`config.mk`:
```
export PLATFORM = sky130hd
export DESIGN_NAME = salc_ctrl
export DESIGN_NICKNAME = d
export VERILOG_FILES = /design/src/design/salc_pkg.sv /design/src/design/salc_ctrl.sv
export SDC_FILE = /design/constraint.sdc
export NUM_CORES = 1
export LEC_CHECK = 0
export BUFFER_PORTS_ARGS = -buffer_cell sky130_fd_sc_hd__buf_2
export CORE_AREA = 4 4 41 43
export DETAILED_ROUTE_END_ITERATION = 8
export DIE_AREA = 0 0 45 47
export PLACE_DENSITY = 0.35
export REMOVE_ABC_BUFFERS = 1
export SYNTH_ARGS = -nofsm -noshare
export SYNTH_HDL_FRONTEND = slang
export SYNTH_SLANG_ARGS = --single-unit
```
`constraint.sdc`:
```
create_clock -name aclk -period 1.2 [get_ports aclk]
set_input_delay 0.24 -clock aclk [delete_from_list [all_inputs] [get_ports aclk]]
set_output_delay 0.24 -clock aclk [all_outputs]
set_load 0.01 [all_outputs]
```
`src/design/salc_pkg.sv`:
```
// Shared types and constants for the set-associative LRU cache tag block.
package salc_pkg;

    localparam int ADDR_W = 48;
    localparam int CNT_W  = 48;
    localparam int OUT_W  = 152;
    localparam int PAD_W  = OUT_W - 2 - 3 * CNT_W;

    localparam logic [CNT_W-1:0] CNT_MAX = {CNT_W{1'b1}};

    typedef enum logic [2:0] {
        ST_CLEAR  = 3'b001,
        ST_IDLE   = 3'b010,
        ST_LOOKUP = 3'b100
    } state_t;

    typedef struct packed {
        logic clear_wr;
        logic accept;
        logic commit;
    } cmd_t;

    typedef struct packed {
        logic clr_last;
        logic out_free;
    } status_t;

endpackage

```
`src/design/salc_ctrl.sv`:
```
// Controller state machine: clearing pass, word acceptance and commit sequencing.
module salc_ctrl (
    input  logic              aclk,
    input  logic              aresetn,
    input  logic              s_tvalid,
    output logic              s_tready,
    output salc_pkg::cmd_t    cmd,
    input  salc_pkg::status_t st
);

    salc_pkg::state_t state_reg;
    salc_pkg::state_t state_next;

    always_ff @(posedge aclk) begin
        if (!aresetn) begin
            state_reg <= salc_pkg::ST_CLEAR;
        end else begin
            state_reg <= state_next;
        end
    end

    always_comb begin
        state_next   = state_reg;
        cmd.clear_wr = 1'b0;
        cmd.accept   = 1'b0;
        cmd.commit   = 1'b0;
        s_tready     = 1'b0;
        unique case (state_reg)
            salc_pkg::ST_CLEAR: begin
                cmd.clear_wr = 1'b1;
                if (st.clr_last) begin
                    state_next = salc_pkg::ST_IDLE;
                end
            end
            salc_pkg::ST_IDLE: begin
                s_tready = 1'b1;
                if (s_tvalid) begin
                    cmd.accept = 1'b1;
                    state_next = salc_pkg::ST_LOOKUP;
                end
            end
            salc_pkg::ST_LOOKUP: begin
                if (st.out_free) begin
                    cmd.commit = 1'b1;
                    state_next = salc_pkg::ST_IDLE;
                end
            end
            default: begin
                state_next = salc_pkg::ST_CLEAR;
            end
        endcase
    end

endmodule

```
==> flow_summary.yaml, run 1 <==
synth:
  synth_area_leaders: "dfxtp_1, nor3b_1, or4b_4"
  syn_inst: 18
  synth_top_area_cell: "dfxtp_1"
  ys_seq_area_share_pct: 32.0
  synth-seq-cells: 3
  synthDistinctLibCells: 15
  synth_top_area_share_pct: 32.0
  syn-cell-area_um2: 188
  ys_warn_count: 0
  avgSynthCellArea_um2: 10.4
grt:
  grt_pass1_vias: 195
  grt_max_degree: 10
  antenna_found_initial: 0
  grt_use_total_pct: 6.32
  overflow: 0
  grt_pass1_wl_um: 869
floorplanning:
  num_io_pins: 9
  die_area_um2: 2120
  fp.dieW_um: 45
  core_um2: 1300
  start_util_pct: 14.4
  die_h_um: 47
  rows: 13
critical_path:
  max_stage_delay_ns: 0.37
  cp.arrival_ns: 1.04
  start_kind: "flip-flop"
  worstSetupPathType: "flip-flop to output port"
  path_cells: "nor3b_4, and2_1, buf_2"
  cp_max_fo: 8
  cp.buffers_inverters: 1
  critPathSlowestCell: "dfxtp_4"
  worst_setup_path_end_kind: "output port"
  worstPathRequired_ns: 0.96
  critPathTopFamily: "flip-flops"
detailed_routing:
  first_pass_iters: 4
  drc_errors: 0
  detail_route.vias_per_cell: 4.26
  antenna_left: 0
  vias: 200
  finalWirelength_um: 543
  drt_iter0_drc: 4
  detail_route.wl_per_cell_um: 11.6
layout:
  final_cell_area_um2: 322
  largest_register_ffs: 3
  antenna_cells: 0
  nets: 38
  drive_gt1_share_pct: 65.6
  area_delta_synth_final_pct: 71.3
clock_tree:
  ctsRootBufferMaster: "clkbuf_4"
  clk_path_buf_depth: 2
  cts_sinks: 3
  clock_latency_ns: 0.23
  htree_levels: 1
  clk_pin_slew_ns: 0.04
  cts_hold_buffers: 0
  tritoncts: "yes"
  numCtsBuffers: 3
sta:
  finalMaxSlewViolations: 0
  fmax_mhz: 780
  skew_ns: 0.00206
  fin_crit_ns: 1.28
  hold_viol_final: 0
  setup_violations: 4
  rsz0062_at_grt: "true"
  slew_headroom_pct: 78.2
  fin_ws_ns: -0.0817
  tightest_slew_ns: 0.323
  min_period_over_period_pct: 107
pwr:
  p_total_w: 0.000483
  vdd_drop_max_uv: 583
  p_per_area_nw_per_um2: 1500
  p_leak_nw: 0.130
flow_run:
  cap_violations: 0
status:
  violations: "negative setup slack"
  outcome: "finished, violations left"
hold_path:
  hp-class: "primary input to flip-flop"
placed_design:
  placed_area_um2: 235
  dp_hpwl_um: 351
  gp_congestion: 0.701
  port_buffers: 8
metal layers:
| layer | track usage (%) | share of wire (%) | vias up |
|---|---|---|---|
| met5 | 0 | 0 | - |
| li1 | - | - | 101 |
| met1 | 5.91 | 39 | 93 |
| met3 | 4.21 | 10 | 0 |
| met4 | 5.26 | 0 | 0 |
| met2 | 9.60 | 51 | 6 |
stage by stage:
stage	hold slack [ns]	setup WS, ns	std cells	setup TNS [ns]	utilization [%]
after global placement	0.478	0.0235	40	0	18.1
after global routing	0.262	-0.171	47	-0.452	24.7
after floorplan	0.336	-0.0463	17	-0.0463	-
after detailed placement	0.493	-0.0173	40	-0.0220	18.1
final	0.257	-0.0817	47	-0.177	24.7
after CTS	0.246	-0.0989	45	-0.208	23.3
Yosys cell counts:
| library cell | number |
|---|---|
| nor3b_1 | 2 |
| or3b_1 | 1 |
| o2111ai_1 | 1 |
| o311a_1 | 1 |
| and2_1 | 1 |
| or4b_4 | 1 |
| o21ai_0 | 1 |
| nor4b_1 | 1 |
| nand2b_1 | 1 |
| buf_6 | 1 |
| a21oi_1 | 1 |
| xor2_1 | 1 |
| and4bb_2 | 1 |
| nand3b_1 | 1 |
| dfxtp_1 | 3 |
timing repair:
| item | in CTS | in global routing |
|---|---|---|
| pin swaps | 1 | 2 |
| resized for setup | 10 | 1 |
| endpoints found under the setup margin | 5 | 5 |
| buffers inserted | 1 | 2 |
layout by cell type, fill, tap and decap left out, types with 2 or more instances in the layout:
cell type,synthesis,final
buf_2,0,7
clkbuf_4,0,3
dfxtp_4,0,3
buf_6,1,2
buf_4,0,2
power breakdown:
part           leakage, nW  internal, W  switching [W]  total [W]
clock network       0.0150     0.000125      0.0000528   0.000178
registers           0.0262     0.000123      0.0000345   0.000157
logic               0.0891    0.0000937      0.0000542   0.000148
area by class of cell:
cell class | count | area (µm²)
fill | 147 | 980
multi-input combinational | 14 | 133
timing repair buffer | 11 | 72.6
sequential | 3 | 71.3
clock buffer | 4 | 26.3
tap | 15 | 18.8
final timing paths:
kind              slack (ns)  cells after the start         start      endpoint
hold reg to reg         0.54                      2  state_reg[1]  state_reg[2]
setup / recovery       -0.08                      3  state_reg[1]        cmd[1]
hold / removal          0.26                      2       aresetn  state_reg[0]
setup reg to reg       -0.02                      3  state_reg[0]  state_reg[1]
kinds of logic after synthesis:
kind of cell    after synthesis  synth area share (%)
buf+inv                       1                  6.00
flops                         3                  32.0
xor+xnor                      1                  4.67
simple gates                  9                  42.0
compound gates                4                  15.3
(Power assumes the default switching activity.)
==> run 2: changes to the inputs <==
--- a/config.mk
+++ b/config.mk
@@ -5,11 +5,13 @@
 export SDC_FILE = /design/constraint.sdc
 export NUM_CORES = 1
 export LEC_CHECK = 0
+export ABC_AREA = 0
 export BUFFER_PORTS_ARGS = -buffer_cell sky130_fd_sc_hd__buf_2
+export CAP_MARGIN = 5
 export CORE_AREA = 4 4 41 43
 export DETAILED_ROUTE_END_ITERATION = 8
 export DIE_AREA = 0 0 45 47
-export PLACE_DENSITY = 0.35
+export PLACE_DENSITY = 0.42
 export REMOVE_ABC_BUFFERS = 1
 export SYNTH_ARGS = -nofsm -noshare
 export SYNTH_HDL_FRONTEND = slang
==> run 2 against run 1 <==
Net effect: the run still ends with negative setup slack left; worst hold slack better by 0.0019 ns; combinational power up 26%; via count up 8.5%; clock skew down 0.0013 ns; clock-buffer cell count unchanged; setup slack better by 0.0031 ns; critical path depth unchanged; wire length up 4.2%.
==> flow_summary.yaml, run 2 (synthesis results as in run 1) <==
grt:
  overflow: 0
  antenna_found_initial: 0
  grt_pass1_wl_um: 876
  grt_use_total_pct: 6.31
  grt_max_degree: 8
  grt_pass1_vias: 231
clock_tree:
  ctsRootBufferMaster: "clkbuf_4"
  clk_pin_slew_ns: 0.03
  cts_hold_buffers: 0
  numCtsBuffers: 3
  htree_levels: 1
  clk_path_buf_depth: 2
  tritoncts: "yes"
  cts_sinks: 3
  clock_latency_ns: 0.23
critical_path:
  worst_setup_path_end_kind: "output port"
  path_cells: "buf_6, nor3b_4, buf_2"
  critPathSlowestCell: "dfxtp_4"
  critPathTopFamily: "flip-flops"
  worstPathRequired_ns: 0.96
  cp_max_fo: 6
  max_stage_delay_ns: 0.35
  cp.arrival_ns: 1.04
  start_kind: "flip-flop"
  worstSetupPathType: "flip-flop to output port"
  cp.buffers_inverters: 2
detailed_routing:
  drt_iter0_drc: 2
  antenna_left: 0
  detail_route.wl_per_cell_um: 11.6
  finalWirelength_um: 566
  drc_errors: 0
  detail_route.vias_per_cell: 4.43
  first_pass_iters: 2
  vias: 217
layout:
  drive_gt1_share_pct: 67.6
  final_cell_area_um2: 343
  largest_register_ffs: 3
  antenna_cells: 0
  area_delta_synth_final_pct: 82.7
  final_common_cell: "buf_2"
  final_cell_mix: "buf_2, buf_4, clkbuf_4, dfxtp_4"
  finish.utilization_pct: 26.3
  nets: 40
status:
  outcome: "finished, violations left"
  violations: "negative setup slack"
sta:
  fmax_mhz: 782
  skew_ns: 0.000713
  hold_viol_final: 0
  slew_headroom_pct: 80.0
  rsz0062_at_grt: "true"
  min_period_over_period_pct: 107
  setup_violations: 3
  fin_crit_ns: 1.28
  tightest_slew_ns: 0.296
  finalMaxSlewViolations: 0
  hold_ws_ns: 0.259
  fin_ws_ns: -0.0785
pwr:
  switchingPower_w: 0.000144
  p_leak_nw: 0.142
  p_int_w: 0.000366
  vdd_drop_max_uv: 656
  combPwrFrac_pct: 36.4
  pwr-share-seq_pct: 29.9
  p_per_area_nw_per_um2: 1490
  power.share.clock_pct: 33.7
  swShare_pct: 28.2
placed_design:
  dp_hpwl_um: 378
  placed_area_um2: 250
  port_buffers: 8
  gp_congestion: 0.668
floorplanning:
  core_um2: 1300
  fp.dieW_um: 45
  start_util_pct: 14.4
  num_io_pins: 9
  die_area_um2: 2120
  die_h_um: 47
  rows: 13
hold_path:
  hp-class: "primary input to flip-flop"
flow_run:
  cap_violations: 0
run 2: changes by cell type in the layout (fill, tap and decap cells not counted):
cell,previous run,this run
nor3b_4,1,2
nor3b_2,1,0
buf_4,2,4
run 2: path summary, 6_finish.rpt:
path / slack (ns) / depth (start not counted) / end / start
min reg2reg: 0.60 / 2 / state_reg[2] / state_reg[2]
max: -0.08 / 3 / cmd[2] / state_reg[1]
min: 0.26 / 2 / state_reg[0] / aresetn
max reg2reg: 0.07 / 2 / state_reg[1] / state_reg[1]
run 2: area by class of cell:
type                       count  area (µm²)
tap                           15        18.8
fill                         153         958
clock buffer                   4        26.3
sequential                     3        71.3
timing repair buffer          13        87.6
multi-input combinational     14         139
run 2: power groups by stage:
stage	Combinational [W]	Clock (W)	Sequential (W)
after global routing	0.000200	0.000191	0.000155
after floorplan	0.0000710	0	0.000140
after detailed placement	0.000117	0	0.000145
after CTS	0.000181	0.000181	0.000150
final	0.000186	0.000172	0.000152
after global placement	0.000117	0	0.000143
run 2: timing repair:
item / 4_1_cts / 5_1_grt
setup buffers: 3 / 0
gates resized for setup: 12 / 0
pin swaps: 2 / 0
endpoints found under the setup margin: 4 / 4
run 2: worst register-to-register path, cell delays in order, from the launching register on:
cell     delay, ns
dfxtp_4       0.35
or4b_4        0.53
o311a_1       0.13
run 2: through the flow:
| stage | setup WS [ns] | total power, W | cells | setup TNS, ns |
|---|---|---|---|---|
| 3_3_place_gp | 0.0135 | 0.000260 | 42 | 0 |
| 3_5_place_dp | 0.0105 | 0.000262 | 42 | 0 |
| 6_report | -0.0785 | 0.000510 | 49 | -0.202 |
| 4_1_cts | -0.0826 | 0.000513 | 49 | -0.222 |
| 2_1_floorplan | -0.0463 | 0.000211 | 17 | -0.0463 |
| 5_1_grt | -0.138 | 0.000546 | 49 | -0.404 |
run 2: routing by layer:
| layer | wire, µm | GRT usage (%) | share of wire (%) |
|---|---|---|---|
| met5 | 0 | 0 | 0 |
| met2 | 260 | 10.2 | 46 |
| met3 | 54 | 3.07 | 9.5 |
| met4 | 23 | 7.02 | 4.1 |
| met1 | 227 | 5.43 | 40 |
